`src/design/pba_pkg.sv`:
```
// ============================================================================
// pba_pkg: shared definitions for the page bump allocator
// Field widths, pool geometry, command and status codes, the page table
// entry layout and the control and status bundles between controller and
// datapath.
// ============================================================================
package pba_pkg;

   // Pool geometry.
   localparam int NUM_PAGES_DEF = 16;
   localparam int PAGE_BYTES    = 4096;
   localparam int ALIGN_BYTES   = 16;
   localparam int PAGE_HEADER   = 32;
   localparam int FIRST_HEADER  = 56;
   localparam int FAIL_LIMIT    = 4;

   // Port field widths.
   localparam int CMD_W    = 2;
   localparam int SIZE_W   = 12;
   localparam int ADDR_W   = 16;
   localparam int STATUS_W = 3;
   localparam int INDEX_W  = 4;

   // Page table entry widths. The offset carries one extra bit for rounding.
   localparam int FILL_W  = 13;
   localparam int REFS_W  = 9;
   localparam int FAILS_W = 3;
   localparam int OFF_W   = FILL_W + 1;

   localparam int PAGE_SHIFT = $clog2(PAGE_BYTES);
   localparam int PAGE_NUM_W = ADDR_W - PAGE_SHIFT;

   // Offset of the first block in a freshly opened page.
   localparam int FIRST_OFF   = ((PAGE_HEADER + ALIGN_BYTES - 1) / ALIGN_BYTES) * ALIGN_BYTES;
   localparam bit HEADER_FITS = (FIRST_OFF <= PAGE_BYTES);
   localparam int MAX_ALLOC   = HEADER_FITS ? (PAGE_BYTES - FIRST_OFF) : 0;

   localparam logic [REFS_W-1:0]  REFS_MAX  = '1;
   localparam logic [FAILS_W-1:0] FAILS_MAX = '1;

   typedef enum logic [CMD_W-1:0] {
      CMD_ALLOC = 2'd0,
      CMD_FREE  = 2'd1,
      CMD_RESET = 2'd2
   } command_type;

   typedef enum logic [STATUS_W-1:0] {
      ST_OK        = 3'd0,
      ST_ZERO_SIZE = 3'd1,
      ST_TOO_LARGE = 3'd2,
      ST_NO_PAGES  = 3'd3,
      ST_BAD_FREE  = 3'd4
   } status_type;

   typedef struct packed {
      logic [FILL_W-1:0]  fill;
      logic [REFS_W-1:0]  refs;
      logic [FAILS_W-1:0] fails;
   } page_entry_type;

   // Controller to datapath.
   typedef struct packed {
      logic       accept;
      logic       ptr_inc;
      logic       age_init;
      logic       hit_wr;
      logic       age_wr;
      logic       open_wr;
      logic       free_wr;
      logic       clear_wr;
      logic       start_clr;
      logic       res_set;
      status_type res_code;
      logic       rsp_load;
   } ctrl_cmd_type;

   // Datapath to controller.
   typedef struct packed {
      logic size_zero;
      logic too_large;
      logic chain_done;
      logic fits;
      logic scan_last;
      logic pool_full;
      logic age_none;
      logic age_last;
      logic free_bad;
      logic refs_zero;
      logic clear_last;
      logic rsp_free;
   } dp_status_type;

   // Rounds a fill offset up to the alignment grain.
   function automatic logic [OFF_W-1:0] round_up(input logic [FILL_W-1:0] n);
      logic [OFF_W-1:0] sum;
      sum = OFF_W'(n) + OFF_W'(ALIGN_BYTES - 1);
      return OFF_W'((sum / ALIGN_BYTES) * ALIGN_BYTES);
   endfunction

   // Fill offset of an emptied page; the first page has a larger header.
   function automatic logic [FILL_W-1:0] empty_fill(input logic is_first);
      return is_first ? FILL_W'(FIRST_HEADER) : FILL_W'(PAGE_HEADER);
   endfunction

endpackage

```
`src/design/pba_ctrl.sv`:
```
// ============================================================================
// pba_ctrl: sequencing state machine of the page bump allocator
// Walks one command at a time through check, scan, aging, open, free and
// clear steps, and hands each finished result to the output register.
// ============================================================================
module pba_ctrl (
   input  logic                  clock,
   input  logic                  reset,
   input  logic                  req_valid,
   input  logic [pba_pkg::CMD_W-1:0] req_command,
   output logic                  req_stall,
   input  pba_pkg::dp_status_type dp_status,
   output pba_pkg::ctrl_cmd_type  ctrl_cmd
);
   import pba_pkg::*;

   typedef enum logic [10:0] {
      S_IDLE     = 11'b000_0000_0001,
      S_A_CHK    = 11'b000_0000_0010,
      S_A_SCAN   = 11'b000_0000_0100,
      S_A_MISS   = 11'b000_0000_1000,
      S_A_AGE_RD = 11'b000_0001_0000,
      S_A_AGE    = 11'b000_0010_0000,
      S_A_OPEN   = 11'b000_0100_0000,
      S_F_CHK    = 11'b000_1000_0000,
      S_F_UPD    = 11'b001_0000_0000,
      S_R_RUN    = 11'b010_0000_0000,
      S_DONE     = 11'b100_0000_0000
   } state_type;

   state_type state_ff, state_in;

   always_ff @(posedge clock) begin
      if (reset) begin
         state_ff <= S_IDLE;
      end else begin
         state_ff <= state_in;
      end
   end

   assign req_stall = (state_ff != S_IDLE);

   always_comb begin
      state_in = state_ff;
      ctrl_cmd = '0;
      ctrl_cmd.res_code = ST_OK;
      case (state_ff)
         S_IDLE: begin
            if (req_valid) begin
               ctrl_cmd.accept = 1'b1;
               case (req_command)
                  CMD_ALLOC: state_in = S_A_CHK;
                  CMD_FREE:  state_in = S_F_CHK;
                  CMD_RESET: state_in = S_R_RUN;
                  default:   state_in = S_DONE;
               endcase
            end
         end
         S_A_CHK: begin
            if (dp_status.size_zero) begin
               ctrl_cmd.res_set  = 1'b1;
               ctrl_cmd.res_code = ST_ZERO_SIZE;
               state_in = S_DONE;
            end else if (dp_status.too_large) begin
               ctrl_cmd.res_set  = 1'b1;
               ctrl_cmd.res_code = ST_TOO_LARGE;
               state_in = S_DONE;
            end else if (dp_status.chain_done) begin
               state_in = S_A_MISS;
            end else begin
               ctrl_cmd.ptr_inc = 1'b1;
               state_in = S_A_SCAN;
            end
         end
         S_A_SCAN: begin
            if (dp_status.fits) begin
               ctrl_cmd.hit_wr = 1'b1;
               state_in = S_DONE;
            end else if (dp_status.scan_last) begin
               state_in = S_A_MISS;
            end else begin
               ctrl_cmd.ptr_inc = 1'b1;
            end
         end
         S_A_MISS: begin
            if (dp_status.pool_full) begin
               ctrl_cmd.res_set  = 1'b1;
               ctrl_cmd.res_code = ST_NO_PAGES;
               state_in = S_DONE;
            end else if (dp_status.age_none) begin
               state_in = S_A_OPEN;
            end else begin
               ctrl_cmd.age_init = 1'b1;
               state_in = S_A_AGE_RD;
            end
         end
         S_A_AGE_RD: begin
            ctrl_cmd.ptr_inc = 1'b1;
            state_in = S_A_AGE;
         end
         S_A_AGE: begin
            ctrl_cmd.age_wr = 1'b1;
            if (dp_status.age_last) begin
               state_in = S_A_OPEN;
            end else begin
               ctrl_cmd.ptr_inc = 1'b1;
            end
         end
         S_A_OPEN: begin
            ctrl_cmd.open_wr = 1'b1;
            state_in = S_DONE;
         end
         S_F_CHK: begin
            if (dp_status.free_bad) begin
               ctrl_cmd.res_set  = 1'b1;
               ctrl_cmd.res_code = ST_BAD_FREE;
               state_in = S_DONE;
            end else begin
               state_in = S_F_UPD;
            end
         end
         S_F_UPD: begin
            if (dp_status.refs_zero) begin
               ctrl_cmd.res_set  = 1'b1;
               ctrl_cmd.res_code = ST_BAD_FREE;
            end else begin
               ctrl_cmd.free_wr = 1'b1;
            end
            state_in = S_DONE;
         end
         S_R_RUN: begin
            ctrl_cmd.clear_wr = 1'b1;
            if (dp_status.clear_last) begin
               ctrl_cmd.start_clr = 1'b1;
               state_in = S_DONE;
            end else begin
               ctrl_cmd.ptr_inc = 1'b1;
            end
         end
         S_DONE: begin
            if (dp_status.rsp_free) begin
               ctrl_cmd.rsp_load = 1'b1;
               state_in = S_IDLE;
            end
         end
         default: begin
            state_in = S_IDLE;
         end
      endcase
   end

endmodule

```
`src/design/pba_datapath.sv`:
```
// ============================================================================
// pba_datapath: page table and arithmetic of the page bump allocator
// Holds the page table memory, chain length, search start, walk pointer,
// alignment and fit logic, and the result output register.
// ============================================================================
module pba_datapath #(
   parameter int NUM_PAGES = pba_pkg::NUM_PAGES_DEF
) (
   input  logic                       clock,
   input  logic                       reset,
   input  logic [pba_pkg::CMD_W-1:0]  req_command,
   input  logic [pba_pkg::SIZE_W-1:0] req_alloc_size,
   input  logic [pba_pkg::ADDR_W-1:0] req_free_addr,
   output logic                       rsp_valid,
   input  logic                       rsp_stall,
   output logic [pba_pkg::STATUS_W-1:0] rsp_status,
   output logic [pba_pkg::ADDR_W-1:0] rsp_result_addr,
   output logic [pba_pkg::INDEX_W-1:0] rsp_current_index,
   input  pba_pkg::ctrl_cmd_type      ctrl_cmd,
   output pba_pkg::dp_status_type     dp_status
);
   import pba_pkg::*;

   localparam int IDX_W = (NUM_PAGES > 1) ? $clog2(NUM_PAGES) : 1;
   localparam int PU_W  = $clog2(NUM_PAGES + 1);

   localparam page_entry_type FRESH_ENTRY = '{
      fill:  FILL_W'(FIRST_HEADER),
      refs:  '0,
      fails: '0
   };

   // Page table: one port written, one read, read data registered.
   page_entry_type mem [NUM_PAGES];
   page_entry_type rd_data_ff;
   logic [IDX_W-1:0] rd_idx_ff;
   logic rd_fresh_ff;
   logic page0_fresh_ff;

   logic [IDX_W-1:0] ptr_ff;
   logic [IDX_W-1:0] cur_ff;
   logic [IDX_W-1:0] search_start_ff;
   logic [PU_W-1:0]  pages_used_ff;
   logic [SIZE_W-1:0] size_ff;
   logic [ADDR_W-1:0] faddr_ff;
   status_type        res_status_ff;
   logic [ADDR_W-1:0] res_addr_ff;

   logic                rsp_valid_ff;
   logic [STATUS_W-1:0] rsp_status_ff;
   logic [ADDR_W-1:0]   rsp_addr_ff;
   logic [INDEX_W-1:0]  rsp_index_ff;

   page_entry_type   rd_eff;
   logic [OFF_W-1:0] off;
   logic             wr_en;
   logic [IDX_W-1:0] wr_addr;
   page_entry_type   wr_data;
   logic [PAGE_NUM_W-1:0] req_page;
   logic [PAGE_NUM_W-1:0] free_page;
   logic [IDX_W-1:0] ptr_next;
   logic             emptied;

   assign rd_eff    = rd_fresh_ff ? FRESH_ENTRY : rd_data_ff;
   assign off       = round_up(rd_eff.fill);
   assign req_page  = req_free_addr[ADDR_W-1:PAGE_SHIFT];
   assign free_page = faddr_ff[ADDR_W-1:PAGE_SHIFT];
   assign ptr_next  = (32'(ptr_ff) == NUM_PAGES - 1) ? ptr_ff : IDX_W'(32'(ptr_ff) + 1);
   assign emptied   = (rd_eff.refs == REFS_W'(1));

   // Status toward the controller.
   always_comb begin
      dp_status.size_zero  = (size_ff == '0);
      dp_status.too_large  = !HEADER_FITS || (32'(size_ff) > MAX_ALLOC);
      dp_status.chain_done = (32'(ptr_ff) >= 32'(pages_used_ff));
      dp_status.fits       = (32'(off) <= PAGE_BYTES)
                             && ((PAGE_BYTES - 32'(off)) >= 32'(size_ff));
      dp_status.scan_last  = (32'(rd_idx_ff) + 1 >= 32'(pages_used_ff));
      dp_status.pool_full  = (32'(pages_used_ff) >= NUM_PAGES);
      dp_status.age_none   = (32'(search_start_ff) + 1 >= 32'(pages_used_ff));
      dp_status.age_last   = (32'(rd_idx_ff) + 2 >= 32'(pages_used_ff));
      dp_status.free_bad   = (32'(free_page) >= 32'(pages_used_ff))
                             || (32'(free_page) >= NUM_PAGES);
      dp_status.refs_zero  = (rd_eff.refs == '0);
      dp_status.clear_last = (32'(ptr_ff) + 1 >= 32'(pages_used_ff));
      dp_status.rsp_free   = !rsp_valid_ff || !rsp_stall;
   end

   // Write port selection.
   always_comb begin
      wr_en   = 1'b0;
      wr_addr = rd_idx_ff;
      wr_data = rd_eff;
      if (ctrl_cmd.hit_wr) begin
         wr_en = 1'b1;
         wr_data.fill = FILL_W'(off + OFF_W'(size_ff));
         wr_data.refs = (rd_eff.refs < REFS_MAX) ? rd_eff.refs + 1'b1 : rd_eff.refs;
      end else if (ctrl_cmd.age_wr) begin
         wr_en = 1'b1;
         wr_data.fails = (rd_eff.fails < FAILS_MAX) ? rd_eff.fails + 1'b1 : rd_eff.fails;
      end else if (ctrl_cmd.open_wr) begin
         wr_en   = 1'b1;
         wr_addr = IDX_W'(pages_used_ff);
         wr_data.fill  = FILL_W'(FIRST_OFF + 32'(size_ff));
         wr_data.refs  = REFS_W'(1);
         wr_data.fails = '0;
      end else if (ctrl_cmd.free_wr) begin
         wr_en = 1'b1;
         wr_data.refs = rd_eff.refs - 1'b1;
         if (emptied) begin
            wr_data.fill  = empty_fill(rd_idx_ff == '0);
            wr_data.fails = '0;
         end
      end else if (ctrl_cmd.clear_wr) begin
         wr_en   = 1'b1;
         wr_addr = ptr_ff;
         wr_data.fill  = empty_fill(ptr_ff == '0);
         wr_data.refs  = '0;
         wr_data.fails = '0;
      end
   end

   always_ff @(posedge clock) begin
      if (wr_en) begin
         mem[wr_addr] <= wr_data;
      end
      rd_data_ff  <= mem[ptr_ff];
      rd_idx_ff   <= ptr_ff;
      rd_fresh_ff <= page0_fresh_ff && (ptr_ff == '0);
   end

   // Walk pointer, request fields and result.
   always_ff @(posedge clock) begin
      if (ctrl_cmd.accept) begin
         size_ff       <= req_alloc_size;
         faddr_ff      <= req_free_addr;
         res_status_ff <= ST_OK;
         res_addr_ff   <= '0;
         case (req_command)
            CMD_ALLOC: ptr_ff <= search_start_ff;
            CMD_FREE:  ptr_ff <= (32'(req_page) < NUM_PAGES) ? IDX_W'(req_page) : '0;
            default:   ptr_ff <= '0;
         endcase
      end else if (ctrl_cmd.age_init) begin
         ptr_ff <= search_start_ff;
      end else if (ctrl_cmd.ptr_inc) begin
         ptr_ff <= ptr_next;
      end
      // The next search start follows the current one unless the aging walk moves it.
      if (ctrl_cmd.accept || ctrl_cmd.age_init) begin
         cur_ff <= search_start_ff;
      end else if (ctrl_cmd.age_wr && (32'(rd_eff.fails) > FAIL_LIMIT)) begin
         cur_ff <= IDX_W'(32'(rd_idx_ff) + 1);
      end
      if (ctrl_cmd.res_set) begin
         res_status_ff <= ctrl_cmd.res_code;
      end
      if (ctrl_cmd.hit_wr) begin
         res_addr_ff <= ADDR_W'(32'(rd_idx_ff) * PAGE_BYTES + 32'(off));
      end else if (ctrl_cmd.open_wr) begin
         res_addr_ff <= ADDR_W'(32'(pages_used_ff) * PAGE_BYTES + FIRST_OFF);
      end
   end

   // Chain state.
   always_ff @(posedge clock) begin
      if (reset) begin
         page0_fresh_ff  <= 1'b1;
         pages_used_ff   <= PU_W'(1);
         search_start_ff <= '0;
      end else begin
         if (wr_en && (wr_addr == '0)) begin
            page0_fresh_ff <= 1'b0;
         end
         if (ctrl_cmd.open_wr) begin
            pages_used_ff   <= pages_used_ff + 1'b1;
            search_start_ff <= cur_ff;
         end else if ((ctrl_cmd.free_wr && emptied) || ctrl_cmd.start_clr) begin
            search_start_ff <= '0;
         end
      end
   end

   // Output register.
   always_ff @(posedge clock) begin
      if (reset) begin
         rsp_valid_ff <= 1'b0;
      end else if (ctrl_cmd.rsp_load) begin
         rsp_valid_ff <= 1'b1;
      end else if (!rsp_stall) begin
         rsp_valid_ff <= 1'b0;
      end
   end

   always_ff @(posedge clock) begin
      if (ctrl_cmd.rsp_load) begin
         rsp_status_ff <= res_status_ff;
         rsp_addr_ff   <= res_addr_ff;
         rsp_index_ff  <= INDEX_W'(search_start_ff);
      end
   end

   assign rsp_valid         = rsp_valid_ff;
   assign rsp_status        = rsp_status_ff;
   assign rsp_result_addr   = rsp_addr_ff;
   assign rsp_current_index = rsp_index_ff;

endmodule

```
`src/design/page_bump_allocator_core.sv`:
```
// ============================================================================
// page_bump_allocator_core: pool of fixed pages with bump allocation
// Top level joining the sequencing controller and the page table datapath.
// ============================================================================
// The block takes one command beat at a time: allocate, free or reset all
// pages. Each accepted beat yields exactly one response beat carrying a status,
// the granted address (zero unless an allocation succeeded) and the page where
// the next search starts. The page table sits in a memory with one read port
// and one write port, each handling one entry per cycle. A free reads the entry
// of its page and writes it back, a reset clears the pages in use one after
// another, and an allocation walks the pages from the search start until one
// has room; if none has and the pool is not full, it ages the walked pages
// but the newest and then opens a new one. The request side stalls while a
// command is in flight; a finished response waits in an output register, and
// the controller only holds while that register still holds a stalled beat.
// No clearing pass runs after reset: only the first page carries a reset
// value, and every other page is written when it opens.
module page_bump_allocator_core #(
   parameter int NUM_PAGES = pba_pkg::NUM_PAGES_DEF
) (
   input  logic                         clock,
   input  logic                         reset,
   input  logic                         req_valid,
   output logic                         req_stall,
   input  logic [pba_pkg::CMD_W-1:0]    req_command,
   input  logic [pba_pkg::SIZE_W-1:0]   req_alloc_size,
   input  logic [pba_pkg::ADDR_W-1:0]   req_free_addr,
   output logic                         rsp_valid,
   input  logic                         rsp_stall,
   output logic [pba_pkg::STATUS_W-1:0] rsp_status,
   output logic [pba_pkg::ADDR_W-1:0]   rsp_result_addr,
   output logic [pba_pkg::INDEX_W-1:0]  rsp_current_index
);
   import pba_pkg::*;

   // Commands from the controller and conditions from the datapath.
   ctrl_cmd_type  ctrl_cmd;
   dp_status_type dp_status;

   // The controller owns the request handshake and decides every step.
   pba_ctrl u_ctrl (
      .clock       (clock),
      .reset       (reset),
      .req_valid   (req_valid),
      .req_command (req_command),
      .req_stall   (req_stall),
      .dp_status   (dp_status),
      .ctrl_cmd    (ctrl_cmd)
   );

   // The datapath owns the page table, chain state and the response register.
   pba_datapath #(
      .NUM_PAGES (NUM_PAGES)
   ) u_datapath (
      .clock             (clock),
      .reset             (reset),
      .req_command       (req_command),
      .req_alloc_size    (req_alloc_size),
      .req_free_addr     (req_free_addr),
      .rsp_valid         (rsp_valid),
      .rsp_stall         (rsp_stall),
      .rsp_status        (rsp_status),
      .rsp_result_addr   (rsp_result_addr),
      .rsp_current_index (rsp_current_index),
      .ctrl_cmd          (ctrl_cmd),
      .dp_status         (dp_status)
   );

endmodule

```
`config.mk`:
```
export PLATFORM = sky130hd
export DESIGN_NAME = page_bump_allocator_core
export DESIGN_NICKNAME = d
export VERILOG_FILES = /design/src/design/pba_pkg.sv /design/src/design/pba_ctrl.sv /design/src/design/pba_datapath.sv /design/src/design/page_bump_allocator_core.sv
export SDC_FILE = /design/constraint.sdc
export NUM_CORES = 1
export LEC_CHECK = 0
export BUFFER_PORTS_ARGS = -buffer_cell sky130_fd_sc_hd__clkbuf_2
export CORE_ASPECT_RATIO = 2
export CORE_MARGIN = 2
export CORE_UTILIZATION = 40
export DETAILED_ROUTE_END_ITERATION = 10
export PLACE_DENSITY = 0.69
export SYNTH_ARGS = -nofsm -noshare
export SYNTH_HDL_FRONTEND = slang
export SYNTH_SLANG_ARGS = --single-unit
```
`constraint.sdc`:
```
create_clock -name clock -period 6.25 [get_ports clock]
set_clock_uncertainty 0.05 [all_clocks]
set_input_delay 1.5625 -clock clock [delete_from_list [all_inputs] [get_ports clock]]
set_output_delay 1.5625 -clock clock [all_outputs]
set_load 0.05 [all_outputs]
```
# Word level (Yosys, flattened, before mapping)
# Memories as Yosys holds them, arrays and structs flattened. A register that Yosys moved wholly into a read port is not among the register bits.
# Cells that the tools add are included.
op_classes:
  muxes: 85
  reduce_logical: 24
  n_eq_ne: 23
  magnitude_cmp: 13
  n_addsub: 14
op_table:
  columns: ["operator", "count"]
  rows:
  - ["2-to-1 mux 11 bit", 10]
  - ["case mux 11 bit (10 select lines)", 1]
  - ["2-to-1 mux 25 bit", 4]
  - ["2-to-1 mux 4 bit", 19]
  - ["2-to-1 mux 16 bit", 3]
  - ["2-to-1 mux 22 bit", 2]
  - ["case mux 11 bit (3 select lines)", 1]
  - ["greater-or-equal comparator 32 x 12 -> 1 bit", 1]
  - ["2-to-1 mux 1 bit", 30]
  - ["greater-or-equal comparator 5 bit", 4]
  - ["2-to-1 mux 3 bit", 6]
  - ["adder 16 x 14 -> 16 bit", 1]
  - ["adder 16 x 6 -> 16 bit (second input constant)", 1]
  - ["case mux 4 bit (4 select lines)", 1]
  - ["adder 4 x 1 -> 5 bit (second input constant)", 3]
  - ["subtractor 13 x 14 -> 15 bit (first input constant)", 1]
  - ["adder 13 x 4 -> 14 bit (second input constant)", 1]
  - ["less-or-equal comparator 14 x 13 -> 1 bit (second input constant)", 1]
  - ["adder 13 x 12 -> 13 bit", 1]
  - ["adder 6 x 12 -> 13 bit (first input constant)", 1]
  - ["2-to-1 mux 13 bit", 1]
  - ["greater-than comparator 12 bit (second input constant)", 1]
  - ["logical NOT 12 bit", 1]
  - ["logical NOT 4 bit", 3]
  - ["46 further kinds", 61]
word_totals:
  n_memories: 1
  word_cells: 176
  reg_bits: 105
  mem_bits_rw: 400
  in_bits: 34
  output_inout_bits: 25
mem_list:
  columns: ["memory", "depth", "word_bits", "read_ports", "rd_clocked_by_memory_dff", "write_ports", "line", "rtl"]
  rows:
  - ["u_datapath.mem", 16, 25, 1, 1, 1, "pba_datapath.sv:34", "page_entry_type mem [NUM_PAGES];"]

# Longest topological paths before layout
depth:
  depth_word: 11
  depth_mapped: 20
  mapped_depth_nobuf: 19

# By module
# A second synthesis with hierarchy kept.
hier_totals:
  cells_unflattened: 1546
  hier_area_um2: 22655.5
by_module_without_submodules:
  columns: ["mod", "area_each_um2", "instances", "cells_each", "seq_area_each_um2"]
  rows:
  - ["pba_datapath", 21628.2, 1, 1417, 14574.0]
  - ["pba_ctrl", 1027.2, 1, 129, 220.2]

# Worst setup path before layout
# OpenSTA, ideal clock, no wires.
synth_timing:
  path_type: "reg2reg"
  from: "register u_datapath.rd_fresh_ff"
  to: "memory u_datapath.mem[1][0] (netlist name) (enable)"
  synth_period_minus_slack_ns: 6.345
  slack_ns: -0.095
  arrival_ns: 5.849
  path_stages_with_launch: 19
  setup_time_ns: 0.446
  n_path_buf: 3
  required_time_ns: 5.754
  cell_sequence: "dfxtp_1 > buf_1 > clkbuf_1 > buf_1 > or2_2 > ha_1 > inv_1 > a311o_1 > or4_1 > o21ai_0 > xor2_1 > nand2_1 > ha_1 > nand3_1 > o21ai_0 > o22a_4 > o211ai_2 > a21o_1 > a211oi_1"
synth_via:
  elab_chain_cells: 10
  elab_cells_between_ends: 21
  cone_classes: "add/sub: 2; order compare: 2; mux: 15; reduce/logical: 2"
synth_lines:
  columns: ["element", "line", "rtl"]
  rows:
  - ["start, declared", "pba_datapath.sv:37", "logic rd_fresh_ff;"]
  - ["start signal, assigned", "pba_datapath.sv:129", "rd_fresh_ff <= page0_fresh_ff && (ptr_ff == '0);"]
  - ["2-to-1 mux 25 bit (*)", "pba_datapath.sv:64", "assign rd_eff = rd_fresh_ff ? FRESH_ENTRY : rd_data_ff;"]
  - ["adder 13 x 4 -> 14 bit / logical NOT 9 bit (equally long branches)", "pba_pkg.sv:96, pba_datapath.sv:84", null]
  - ["subtractor 13 x 14 -> 15 bit / 2-to-1 mux 1 bit (equally long branches)", "pba_datapath.sv:77, pba_ctrl.sv:123", null]
  - ["greater-or-equal comparator 32 x 12 -> 1 bit / 2-to-1 mux 1 bit (equally long branches)", "pba_datapath.sv:77, pba_ctrl.sv:47", null]
  - ["logical AND 1 bit / 2-to-1 mux 1 bit (equally long branches)", "pba_datapath.sv:77, pba_datapath.sv:107", null]
  - ["2-to-1 mux 1 bit, on equally long branches", "pba_ctrl.sv:76, pba_datapath.sv:101", null]
  - ["2-to-1 mux 1 bit, on equally long branches", "pba_ctrl.sv:47, pba_datapath.sv:98", null]
  - ["2-to-1 mux 1 bit", "pba_datapath.sv:94", "if (ctrl_cmd.hit_wr) begin"]
  - ["2-to-1 mux 1 bit", "pba_datapath.sv:124", "if (wr_en) begin"]
  - ["2-to-1 mux 1 bit (implied by the code)", "pba_datapath.sv:125", "mem[wr_addr] <= wr_data;"]
  - ["end, declared", "pba_datapath.sv:34", null]
# Every way passes the cells marked *; elsewhere a longest branch is shown, timed or not.

==> results.json <==
{
  "status": "complete, no violations",
  "finalCriticalPeriod_ns": 5.97,
  "drv_slew": 0,
  "layout-drive-gt1-share_pct": 22.2,
  "rows": 122,
  "post_drt_via_cell_ratio": 5.66,
  "regArea_um2": 14800,
  "fmax_mhz": 168,
  "dr.pass1.iters": 5,
  "crit_required_ns": 6.41,
  "end_kind": "flop",
  "area_growth_pct": 11.8,
  "grt-ovfl-total": 0,
  "finalCritPeriodShare_pct": 95.5,
  "finalWeightedCongestion": 0.957,
  "cts_tree": "yes",
  "relSlewSlack_pct": 10.8,
  "cts_buffers": 42,
  "rsz0062_at_grt": "false",
  "yosysSeqAreaShare_pct": 66.2,
  "final_core_util_pct": 45.2,
  "worstSetupPathType": "flop to flop",
  "cp_max_fo": 16,
  "grt_pass1_wl_um": 80000,
  "grt_pass1_vias": 13000,
  "netlist_area_um2": 22300,
  "die_h_um": 338,
  "postSynthCellCount": 1348,
  "placed_cells": 2109,
  "synth-edff-count": 458,
  "final_common_cell": "edfxtp_1",
  "clkLatencyLatePin_ns": 0.58,
  "cts_root_buf": "clkbuf_16",
  "synth_seq_cells": 510,
  "ir_drop_mv": 0.224,
  "fillers": 4765,
  "start_kind": "flop",
  "clock_path_buffers": 3,
  "cts.repair.resized": 0,
  "post-cts-setup-buffers": 0,
  "ant_nets": 0,
  "maxCapViolations": 0,
  "cp.arrival_ns": 6.12,
  "ys_types": 91,
  "wire_per_inst_um": 24.2,
  "synth_warnings": 0,
  "drt_iter0_drc": 1015,
  "num_vias": 12400,
  "clkTransAtPathRegs_ns": 0.07,
  "drc_errors": 0,
  "p_leak_nw": 8.31,
  "finalNonFillerCells": 2185,
  "io_pins": 59,
  "antenna_found_initial": 0,
  "worstMarginPinSlew_ns": 1.33,
  "finalHoldViolCount": 0,
  "clock_sinks": 510,
  "die_w_um": 171,
  "synth_top_area_share_pct": 61.6,
  "holdBufCountCts": 0,
  "num_antenna_cells": 0,
  "multi_input_area_um2": 7260,
  "grt_start_max_net_pins": 63,
  "post_synth.cell_area_avg_um2": 16.6,
  "synthFlopType": "edfxtp_1",
  "nNetsFinal": 1506,
  "hold_slack_ns": 0.369,
  "place_area_um2": 23600,
  "dp.final_hpwl_um": 34700,
  "routed_wl_um": 52900,
  "hp-class": "flop to flop",
  "cts-htree-levels": 2,
  "grt_usage_pct": 18.7,
  "final_cell_mix": "458 x edfxtp_1, 125 x mux4_2, 68 x nor2_1",
  "final_area_um2": 25000,
  "power_density_nw_per_um2": 386,
  "finalSetupViolCount": 0,
  "start_util_pct": 40.4,
  "port-buffer-count": 42,
  "fp.coreArea_um2": 55300,
  "dieArea_um2": 57900,
  "synth_area_leader_cell": "edfxtp_1",
  "synth_area_leaders": "edfxtp_1 62%, mux4_2 13%, dfxtp_1 4.7%, ha_1 3.4%, nor2_1 1.3%",
  "async_flop_share_pct": 0
}
synth_stat cells (3+ instances only):
master / count
a211oi_1: 10
a21boi_0: 3
a21o_1: 17
a21oi_1: 40
a22oi_1: 8
a311oi_1: 3
a31oi_1: 9
and2_1: 4
and3_1: 15
and4_1: 5
buf_1: 14
buf_2: 7
buf_4: 5
clkbuf_1: 40
dfxtp_1: 52
edfxtp_1: 458
ha_1: 61
inv_1: 44
mux2_2: 3
mux2i_1: 12
mux4_2: 125
nand2_1: 50
nand2b_1: 15
nand3_1: 29
nand3b_1: 4
nand4_1: 10
nor2_1: 79
nor2b_1: 16
nor3_1: 21
nor4_1: 11
nor4b_1: 3
o211ai_1: 3
o21ai_0: 37
o21ai_1: 5
o21bai_1: 3
o22ai_1: 6
o311ai_4: 3
o31ai_1: 6
or3_1: 9
or4_1: 4
xnor2_1: 22
xor2_1: 13
worst paths after layout:
kind	start	end	slack, ns	cells past startpoint
max reg2reg	u_datapath.rd_data_ff[15]$_DFF_P_	u_datapath.mem[7][24]$_DFFE_PP_	0.28	18
max	u_datapath.rd_data_ff[15]$_DFF_P_	u_datapath.mem[7][24]$_DFFE_PP_	0.28	18
min reg2reg	u_datapath.res_status_ff[1]$_SDFFCE_PN0P_	u_datapath.rsp_status[1]$_DFFE_PP_	0.37	0
min	u_datapath.res_status_ff[1]$_SDFFCE_PN0P_	u_datapath.rsp_status[1]$_DFFE_PP_	0.37	0
flip-flops by register name, summed over array words and instances, names as in the netlist, 4 cells and up:
signal / count
u_datapath.res_addr_ff: 12
u_datapath.pages_used_ff: 5
u_datapath.mem: 400
u_ctrl.state_ff: 11
u_datapath.cur_ff: 4
u_datapath.rsp_result_addr: 12
u_datapath.rd_data_ff: 25
u_datapath.faddr_ff: 4
u_datapath.size_ff: 12
u_datapath.search_start_ff: 4
u_datapath.rsp_current_index: 4
u_datapath.rd_idx_ff: 4
u_datapath.ptr_ff: 4
power breakdown:
part	leakage (nW)	switching, mW	internal, mW
registers	4.58	0.203	4.28
logic	3.08	1.55	0.984
clock network	0.653	1.21	1.40
total	8.31	2.97	6.66
worst max-delay path, stage by stage (launching register included):
cell and delay (ns):
dfxtp_1 0.36, or4_4 0.57, nand2_1 0.12, xor2_1 0.16, or2_2 0.19, ha_1 0.24, inv_1 0.13, a311o_1 0.31
or4_1 0.39, o21ai_0 0.11, xor2_1 0.16, nand2_1 0.08, ha_1 0.32, nand3_1 0.09, o21ai_0 0.58, o22a_4 0.29
o21ba_2 0.43, a311oi_1 0.11, a21oi_1 0.90
cells by family (layout without fill, tap and decap cells):
kind of cell / count (synthesis) / count (layout) / synth area share [%]
adders and majority gates: 63 / 63 / 3.60
xor gates and xnor gates: 35 / 35 / 1.37
buffers and inverters: 111 / 201 / 1.99
DFF: 510 / 510 / 66.2
and+or+nand+nor: 299 / 299 / 7.32
muxes: 143 / 143 / 13.5
other: 1 / 4 / 0.0168
AOI/OAI and AO/OA: 186 / 186 / 6.02
layer usage:
layer / track usage [%] / up-vias / routed length (um)
met5: 0 / - / 0
met4: 12.3 / 0 / 3770
met3: 2.28 / 159 / 2090
met2: 34.4 / 415 / 29100
met1: 19.4 / 6309 / 18000
li1: - / 5487 / -
metrics by stage:
step / total power, mW / setup slack, ns / TNS (ns)
global route: 10.1 / 0.00561 / 0
CTS: 9.69 / 0.314 / 0
finish: 9.63 / 0.283 / 0
floorplan: 6.25 / -0.0946 / -7.09
detailed placement: 7.08 / 0.349 / 0
global placement: 6.99 / 0.514 / 0
cell type report:
type	instances	share of cell area, %
clock buffers	51	4.43
clock inverters	25	0.907
inverters	44	0.661
multi-input cells	730	29.0
flip-flops and latches	510	59.2
well taps	744	3.73
repair buffers	81	2.01
No activity file was read; power rests on OpenSTA's default activity.
